## src/hdl/fqsr_pkg.sv

```systemverilog
package fqsr_pkg;

    localparam int DATA_W = 32;

    typedef enum logic [1:0] {
        CMD_PUSH   = 2'd0,
        CMD_POP    = 2'd1,
        CMD_SEARCH = 2'd2,
        CMD_REMOVE = 2'd3
    } t_cmd;

    typedef enum logic [1:0] {
        STAT_OK      = 2'd0,
        STAT_FULL    = 2'd1,
        STAT_EMPTY   = 2'd2,
        STAT_MISSING = 2'd3
    } t_status;

    typedef struct packed {
        t_cmd               cmd;
        logic signed [31:0] value;
    } t_in;

    typedef struct packed {
        t_status            status;
        logic signed [31:0] popped_value;
        logic               found;
        logic [3:0]         match_position;
        logic [4:0]         entry_count;
    } t_out;

    // per-cell control: shift toward the head, and/or load from the broadcast bus
    typedef struct packed {
        logic shift;
        logic load;
    } t_cell_ctrl;

endpackage

```

## src/hdl/fifo_queue_with_search_and_remove_core.sv

```systemverilog
// Channel   Direction  Handshake                  Payload
// in        input      i_in_valid / o_in_stall    i_in_data  (t_in)
// out       output     o_out_valid / i_out_stall  o_out_data (t_out)
//
// Push, pop, and search or remove on an empty queue are answered without a sweep.
// Search and remove rotate the cell chain once through the held entries,
// comparing the head cell each cycle; input is stalled until the result is loaded.
// Reset clears the occupancy and control state; cell contents are left as is.
// A stalled result is held in the output register; input is stalled until it can
// take the next result.
module fifo_queue_with_search_and_remove_core
    import fqsr_pkg::*;
#(
    parameter int DEPTH = 16
) (
    input  logic i_clk,
    input  logic i_rst_n,
    input  logic i_in_valid,
    output logic o_in_stall,
    input  t_in  i_in_data,
    output logic o_out_valid,
    input  logic i_out_stall,
    output t_out o_out_data
);

    localparam int OCW = $clog2(DEPTH + 1);

    typedef enum logic [1:0] {
        S_IDLE,
        S_SWEEP,
        S_FINISH
    } t_state;

    t_state            r_state;
    logic [OCW-1:0]    r_occ;
    logic [OCW-1:0]    r_left;
    logic [OCW-1:0]    r_k;
    logic [OCW-1:0]    r_pos;
    logic              r_found;
    logic              r_is_rm;
    logic [DATA_W-1:0] r_key;
    logic              r_out_valid;
    t_out              r_out;

    logic [DATA_W-1:0] w_cell_q [DEPTH];
    logic [DATA_W-1:0] w_head;
    logic              w_can_load;
    logic              w_in_acc;
    logic              w_full;
    logic              w_empty;
    logic              w_sweep;
    logic              w_hit;
    logic              w_drop;
    logic              w_push_ok;
    logic              w_pop_ok;
    logic              w_shift;
    logic              w_load_en;
    logic [OCW-1:0]    w_load_pos;
    logic [DATA_W-1:0] w_load_data;
    logic              w_out_load;

    function automatic logic [4:0] cnt5(input logic [OCW-1:0] v);
        logic [OCW+4:0] t;
        t = {5'b0, v};
        return t[4:0];
    endfunction

    function automatic logic [3:0] pos4(input logic [OCW-1:0] v);
        logic [OCW+3:0] t;
        t = {4'b0, v};
        return t[3:0];
    endfunction

    assign w_head     = w_cell_q[0];
    assign w_can_load = !r_out_valid || !i_out_stall;
    assign o_in_stall = (r_state != S_IDLE) || !w_can_load;
    assign w_in_acc   = i_in_valid && !o_in_stall;
    assign w_full     = (r_occ == OCW'(DEPTH));
    assign w_empty    = (r_occ == '0);

    assign w_sweep   = (r_state == S_SWEEP);
    assign w_hit     = w_sweep && !r_found && (w_head == r_key);
    assign w_drop    = w_hit && r_is_rm;
    assign w_push_ok = w_in_acc && (i_in_data.cmd == CMD_PUSH) && !w_full;
    assign w_pop_ok  = w_in_acc && (i_in_data.cmd == CMD_POP) && !w_empty;

    // a result is loaded straight away unless a sweep is needed first
    assign w_out_load = (w_in_acc && ((i_in_data.cmd == CMD_PUSH) ||
                                      (i_in_data.cmd == CMD_POP) || w_empty)) ||
                        ((r_state == S_FINISH) && w_can_load);

    // during a sweep every entry but a removed one goes round to the tail
    assign w_shift     = w_pop_ok || w_sweep;
    assign w_load_en   = w_push_ok || (w_sweep && !w_drop);
    assign w_load_pos  = w_push_ok ? r_occ : (r_occ - OCW'(1));
    assign w_load_data = w_push_ok ? $unsigned(i_in_data.value) : w_head;

    for (genvar gi = 0; gi < DEPTH; gi++) begin : g_cell
        t_cell_ctrl        w_ctrl;
        logic [DATA_W-1:0] w_next;

        assign w_ctrl.shift = w_shift;
        assign w_ctrl.load  = w_load_en && (w_load_pos == OCW'(gi));

        if (gi == DEPTH - 1) begin : g_last
            assign w_next = '0;
        end else begin : g_mid
            assign w_next = w_cell_q[gi+1];
        end

        fqsr_cell u_cell (
            .i_clk       (i_clk),
            .i_ctrl      (w_ctrl),
            .i_load_data (w_load_data),
            .i_next_data (w_next),
            .o_data      (w_cell_q[gi])
        );
    end

    always_ff @(posedge i_clk) begin
        if (!i_rst_n) begin
            r_state     <= S_IDLE;
            r_occ       <= '0;
            r_out_valid <= 1'b0;
            r_found     <= 1'b0;
            r_is_rm     <= 1'b0;
            r_left      <= '0;
            r_k         <= '0;
            r_pos       <= '0;
        end else begin
            if (w_out_load) begin
                r_out_valid <= 1'b1;
            end else if (!i_out_stall) begin
                r_out_valid <= 1'b0;
            end
            case (r_state)
                S_IDLE: begin
                    if (w_in_acc) begin
                        r_out.found          <= 1'b0;
                        r_out.match_position <= '0;
                        case (i_in_data.cmd)
                            CMD_PUSH: begin
                                r_out.popped_value <= '0;
                                if (w_full) begin
                                    r_out.status      <= STAT_FULL;
                                    r_out.entry_count <= cnt5(r_occ);
                                end else begin
                                    r_occ             <= r_occ + OCW'(1);
                                    r_out.status      <= STAT_OK;
                                    r_out.entry_count <= cnt5(r_occ + OCW'(1));
                                end
                            end
                            CMD_POP: begin
                                if (w_empty) begin
                                    r_out.status       <= STAT_EMPTY;
                                    r_out.popped_value <= '0;
                                    r_out.entry_count  <= cnt5(r_occ);
                                end else begin
                                    r_occ              <= r_occ - OCW'(1);
                                    r_out.status       <= STAT_OK;
                                    r_out.popped_value <= $signed(w_head);
                                    r_out.entry_count  <= cnt5(r_occ - OCW'(1));
                                end
                            end
                            default: begin
                                if (w_empty) begin
                                    r_out.status       <= STAT_MISSING;
                                    r_out.popped_value <= '0;
                                    r_out.entry_count  <= cnt5(r_occ);
                                end else begin
                                    r_key   <= $unsigned(i_in_data.value);
                                    r_is_rm <= (i_in_data.cmd == CMD_REMOVE);
                                    r_left  <= r_occ;
                                    r_k     <= '0;
                                    r_pos   <= '0;
                                    r_found <= 1'b0;
                                    r_state <= S_SWEEP;
                                end
                            end
                        endcase
                    end
                end
                S_SWEEP: begin
                    if (w_hit) begin
                        r_found <= 1'b1;
                        r_pos   <= r_k;
                    end
                    if (w_drop) begin
                        r_occ <= r_occ - OCW'(1);
                    end
                    r_left <= r_left - OCW'(1);
                    r_k    <= r_k + OCW'(1);
                    if (r_left == OCW'(1)) begin
                        r_state <= S_FINISH;
                    end
                end
                S_FINISH: begin
                    if (w_can_load) begin
                        r_out.status         <= r_found ? STAT_OK : STAT_MISSING;
                        r_out.popped_value   <= '0;
                        r_out.found          <= r_found;
                        r_out.match_position <= pos4(r_pos);
                        r_out.entry_count    <= cnt5(r_occ);
                        r_state              <= S_IDLE;
                    end
                end
                default: begin
                    r_state <= S_IDLE;
                end
            endcase
        end
    end

    assign o_out_valid = r_out_valid;
    assign o_out_data  = r_out;

`ifndef ASSERT_OFF
    a_occ_bound: assert property (@(posedge i_clk) disable iff (!i_rst_n)
        r_occ <= OCW'(DEPTH))
        else $error("occupancy above depth");

    a_pop_dec: assert property (@(posedge i_clk) disable iff (!i_rst_n)
        w_pop_ok |=> r_occ == $past(r_occ) - OCW'(1))
        else $error("pop did not drop occupancy by one");

    a_sweep_left: assert property (@(posedge i_clk) disable iff (!i_rst_n)
        w_sweep |-> (r_left != '0) && (r_left <= r_occ + OCW'(r_found)))
        else $error("sweep count out of step with occupancy");

    a_found_ok: assert property (@(posedge i_clk) disable iff (!i_rst_n)
        (r_out_valid && r_out.found) |-> (r_out.status == STAT_OK))
        else $error("found result without ok status");

    a_single_drop: assert property (@(posedge i_clk) disable iff (!i_rst_n)
        (w_sweep && r_found) |-> !w_drop)
        else $error("second removal in one sweep");
`endif

endmodule

```

## src/hdl/fqsr_cell.sv

```systemverilog
module fqsr_cell
    import fqsr_pkg::*;
(
    input  logic              i_clk,
    input  t_cell_ctrl        i_ctrl,
    input  logic [DATA_W-1:0] i_load_data,
    input  logic [DATA_W-1:0] i_next_data,
    output logic [DATA_W-1:0] o_data
);

    logic [DATA_W-1:0] r_data;

    // load wins over shift: the tail cell of a rotation takes the head value
    always_ff @(posedge i_clk) begin
        if (i_ctrl.load) begin
            r_data <= i_load_data;
        end else if (i_ctrl.shift) begin
            r_data <= i_next_data;
        end
    end

    assign o_data = r_data;

endmodule

```

## config.mk

```make
export PLATFORM = sky130hd
export DESIGN_NAME = fifo_queue_with_search_and_remove_core
export DESIGN_NICKNAME = d
export VERILOG_FILES = /design/src/hdl/fqsr_pkg.sv /design/src/hdl/fifo_queue_with_search_and_remove_core.sv /design/src/hdl/fqsr_cell.sv
export SDC_FILE = /design/constraint.sdc
export NUM_CORES = 1
export LEC_CHECK = 0
export BUFFER_PORTS_ARGS = -buffer_cell sky130_fd_sc_hd__buf_2
export CORE_ASPECT_RATIO = 1.2
export CORE_MARGIN = 2
export CORE_UTILIZATION = 35
export DETAILED_ROUTE_END_ITERATION = 12
export PLACE_DENSITY = 0.51
export SLEW_MARGIN = 20
export SYNTH_ARGS = -nofsm -noshare
export SYNTH_HDL_FRONTEND = slang
export SYNTH_HIERARCHICAL = 1
export SYNTH_SLANG_ARGS = --single-unit
export TNS_END_PERCENT = 5
```

## constraint.sdc

```tcl
create_clock -name i_clk -period 3.8 [get_ports i_clk]
set_input_delay 0.95 -clock i_clk [delete_from_list [all_inputs] [get_ports i_clk]]
set_output_delay 0.95 -clock i_clk [all_outputs]
set_load 0.05 [all_outputs]
```

==> impl_metrics.env <==
export IMPL_leakagePower_uw=0.0120
export IMPL_ant_nets=0
export IMPL_place_inst=2840
export IMPL_area_growth_synth_to_final_pct=14.2
export IMPL_start_kind="register"
export IMPL_root_buffer="clkbuf_16"
export IMPL_cts_made_buffers=66
export IMPL_arrival_ns=3.59
export IMPL_cts_setup_buffers=0
export IMPL_yosysSeqAreaShare_pct=61.7
export IMPL_post_route_period_util_pct=85.8
export IMPL_slew_limit_headroom_pct=34.7
export IMPL_clock_path_buffers=3
export IMPL_status="finished clean"
export IMPL_num_rows=116
export IMPL_setup_slack_ns=0.538
export IMPL_cts_tree="built"
export IMPL_routed_wirelength_um=49900
export IMPL_drc=0
export IMPL_rsz0062_at_grt="no"
export IMPL_antenna_found_initial=0
export IMPL_final_cells=2954
export IMPL_crit_path_end="g_cell[13].u_cell/o_data[26]"
export IMPL_clk_pin_slew_ns=0.06
export IMPL_cts_max_level=3
export IMPL_worstSkewPairLatency_ns=0.58
export IMPL_synth_edf_count=588
export IMPL_preCtsSetupSlack_ns=0.162
export IMPL_r2r_end="g_cell[13].u_cell/o_data[26]"
export IMPL_grt_first_pass_wirelength_um=79500
export IMPL_period_minus_slack_ns=3.26
export IMPL_dr_pass1_iters=5
export IMPL_n_fill_cell=7579
export IMPL_fin_nets=1830
export IMPL_die_x_um=268
export IMPL_vias_per_cell=4.57
export IMPL_grt_max_degree=35
export IMPL_regToRegSetupSlack_ns=0.54
export IMPL_max_freq_mhz=307
export IMPL_initialDrtViolationCount=602
export IMPL_start_util_pct=35.2
export IMPL_hold_viol=0
export IMPL_fin_setup_tns_ns=0
export IMPL_end_kind="register"
export IMPL_worstSetupPathType="register to register"
export IMPL_wl_per_cell_um=16.9
export IMPL_clock_sinks=611
export IMPL_num_vias=13500
export IMPL_cts_resized=0
export IMPL_num_io_pins=84
export IMPL_port_buffers=83
export IMPL_gp_congestion=0.885
export IMPL_grt_pass1_vias=14500
export IMPL_drive_gt1_share_pct=46.9
export IMPL_yosysUniqueCellTypes=58
export IMPL_place_hpwl_um=37200
export IMPL_synthFlopType="edfxtp_1"
export IMPL_gr_total_overflow=0
export IMPL_syn_mean_instance_area_sq_um=18.6
export IMPL_worst_pin_slew_ns=0.978
export IMPL_crit_path_start="g_cell[0].u_cell/o_data[25]"
export IMPL_slew_viol_final=0
export IMPL_synthCells=1582
export IMPL_worstPathRequired_ns=4.13
export IMPL_synthArstFlopShare_pct=0
export IMPL_netlist_area_sq_mm=0.0294
export IMPL_ys_seq_elements=611
export IMPL_peakVddDrop_uv=316
export IMPL_reg2reg_depth=11
export IMPL_cp_max_fo=11
export IMPL_dieArea_sq_mm=0.0862
export IMPL_hold_path_class="register to register"
export IMPL_coreArea_sq_mm=0.0833
export IMPL_num_antenna_cells=0
export IMPL_ys_warnings_count=6
export IMPL_grt_util_all_layers_pct=11.7
export IMPL_powerDensity_mw_per_mm2=538
export IMPL_final_setup_viol_count=0
export IMPL_maxCapViolations=0
export IMPL_hold_buffers=0
export IMPL_die_height_um=321
export IMPL_finClkSkew_ns=0.0199
export IMPL_worst_r2r_startpoint="g_cell[0].u_cell/o_data[25]"
==> power by group <==
part           internal, uW  switching [uW]
sequential             8570             226
combinational          1560            1650
clock                  3530            2510
==> cells in the final DEF, fill, tap and decap left out, types with 8 or more instances in the layout <==
master | synthesis | layout
clkinv_1 | 0 | 15
buf_12 | 48 | 43
edfxtp_1 | 588 | 588
nand2_1 | 30 | 30
nor3_1 | 26 | 10
xor2_1 | 14 | 14
nor3_2 | 0 | 16
mux2_4 | 464 | 464
mux2_2 | 80 | 80
buf_2 | 11 | 83
inv_1 | 8 | 8
dfxtp_1 | 23 | 23
clkbuf_1 | 16 | 14
nand4_1 | 9 | 9
or2_1 | 16 | 16
nor2_1 | 32 | 30
buf_4 | 1 | 73
a21oi_1 | 25 | 25
and3_1 | 33 | 33
clkbuf_16 | 0 | 69
o21ai_0 | 18 | 18
nand3_1 | 9 | 9
xnor2_1 | 26 | 26
conb_1 | 1 | 32
==> worst max-delay path, cell delays in order, from the launching register on <==
cell and delay [ns]:
edfxtp_1 0.47, xnor2_1 0.40, buf_4 0.20, nand4_1 0.22, nor4_4 0.39, nand3_1 0.12
o21ai_1 0.19, buf_4 0.25, nor3_2 0.09, buf_4 0.20, or2_1 0.27, buf_4 0.20
==> cells in the mapped netlist (2+ instances only) <==
cell      count  area share (%)
xor2_1       14            0.42
o21ai_1       4           0.068
buf_6        17            0.65
nand4_1       9            0.19
dfxtp_1      23             1.6
nand4_4       2            0.14
and3_1       33            0.70
ha_1          5            0.21
nor4_1        7            0.15
clkbuf_1     16            0.20
a31oi_1       5            0.11
or2_1        16            0.34
nand2_1      30            0.38
and2_1        6            0.13
edfxtp_1    588              60
nor2b_1       4           0.085
buf_12       48             3.3
mux2_4      464              24
a211oi_1      5            0.13
nor3_1       26            0.44
and4_1        2           0.060
o21ai_0      18            0.31
nand3_1       9            0.15
o31ai_1       2           0.051
mux2i_1       2           0.068
o22ai_1       5            0.11
xnor2_1      26            0.78
nor2_1       32            0.41
nor4b_2       2            0.10
a32oi_1       2           0.060
a22oi_1       6            0.15
nand3b_1      3           0.077
nand2b_1      5            0.11
mux2_2       80             3.1
a21oi_1      25            0.43
or2_2         2           0.043
inv_1         8            0.10
buf_2        11            0.19
==> area by class of cell <==
type / instances / area (sq um) / area share, %
clock inverter: 26 / 169 / 0.504
sequential: 611 / 18100 / 54.0
clock buffer: 88 / 1850 / 5.51
tap: 1121 / 1400 / 4.18
multi-input combinational: 901 / 10200 / 30.3
timing repair buffer: 199 / 1820 / 5.44
inverter: 8 / 30.0 / 0.0895
==> how the worst min path moves through the flow <==
| stage | startpoint | end | slack, ns | depth (start not counted) |
|---|---|---|---|---|
| finish | r_pos[1] | r_pos[1] | 0.47 | 2 |
| global route | r_pos[1] | r_pos[1] | 0.49 | 2 |
| CTS | r_pos[1] | r_pos[1] | 0.46 | 2 |
| detailed placement | r_pos[1] | r_pos[1] | 0.46 | 2 |
| global placement | r_pos[0] | r_pos[0] | 0.45 | 2 |
| floorplan | r_pos[0] | r_pos[0] | 0.44 | 2 |
==> state kept, by name (all words and copies together), names as in the netlist <==
register	cells
g_cell.u_cell/o_data	512
o_out_data	44
r_found	1
r_state	2
o_out_valid	1
r_pos	4
r_k	4
r_is_rm	1
r_left	5
r_key	32
r_occ	5
==> through the flow <==
stage	util (%)	hold WS (ns)	total power (uW)	cell area, sq um
2_1_floorplan	-	0.440	11300	29500
3_3_place_gp	37.8	0.447	12100	31500
3_5_place_dp	37.8	0.457	12200	31500
4_1_cts	40.3	0.465	18400	33500
5_1_grt	40.3	0.492	18900	33500
6_report	40.3	0.467	18100	33500
==> metal layers <==
layer / GRT usage [%] / vias up / part of all wire [%]
met5: 0 / - / 0
met4: 5.37 / 0 / 3.6
met3: 2.06 / 91 / 3.9
met2: 21.9 / 218 / 54
met1: 12.6 / 6693 / 38
li1: - / 6492 / -
==> cells by family after synthesis <==
| group | after synthesis | share of synthesized area [%] |
|---|---|---|
| flip-flops | 611 | 61.7 |
| multiplexers | 546 | 26.9 |
| AND/OR/NAND/NOR | 195 | 3.78 |
| buffers and inverters | 101 | 4.44 |
| AO/OA/AOI/OAI | 83 | 1.79 |
| XOR/XNOR | 40 | 1.19 |
| adder cells (fa/ha/maj) | 5 | 0.213 |
| other | 1 | 0.0128 |
No activity file was read; power rests on OpenSTA's default activity.
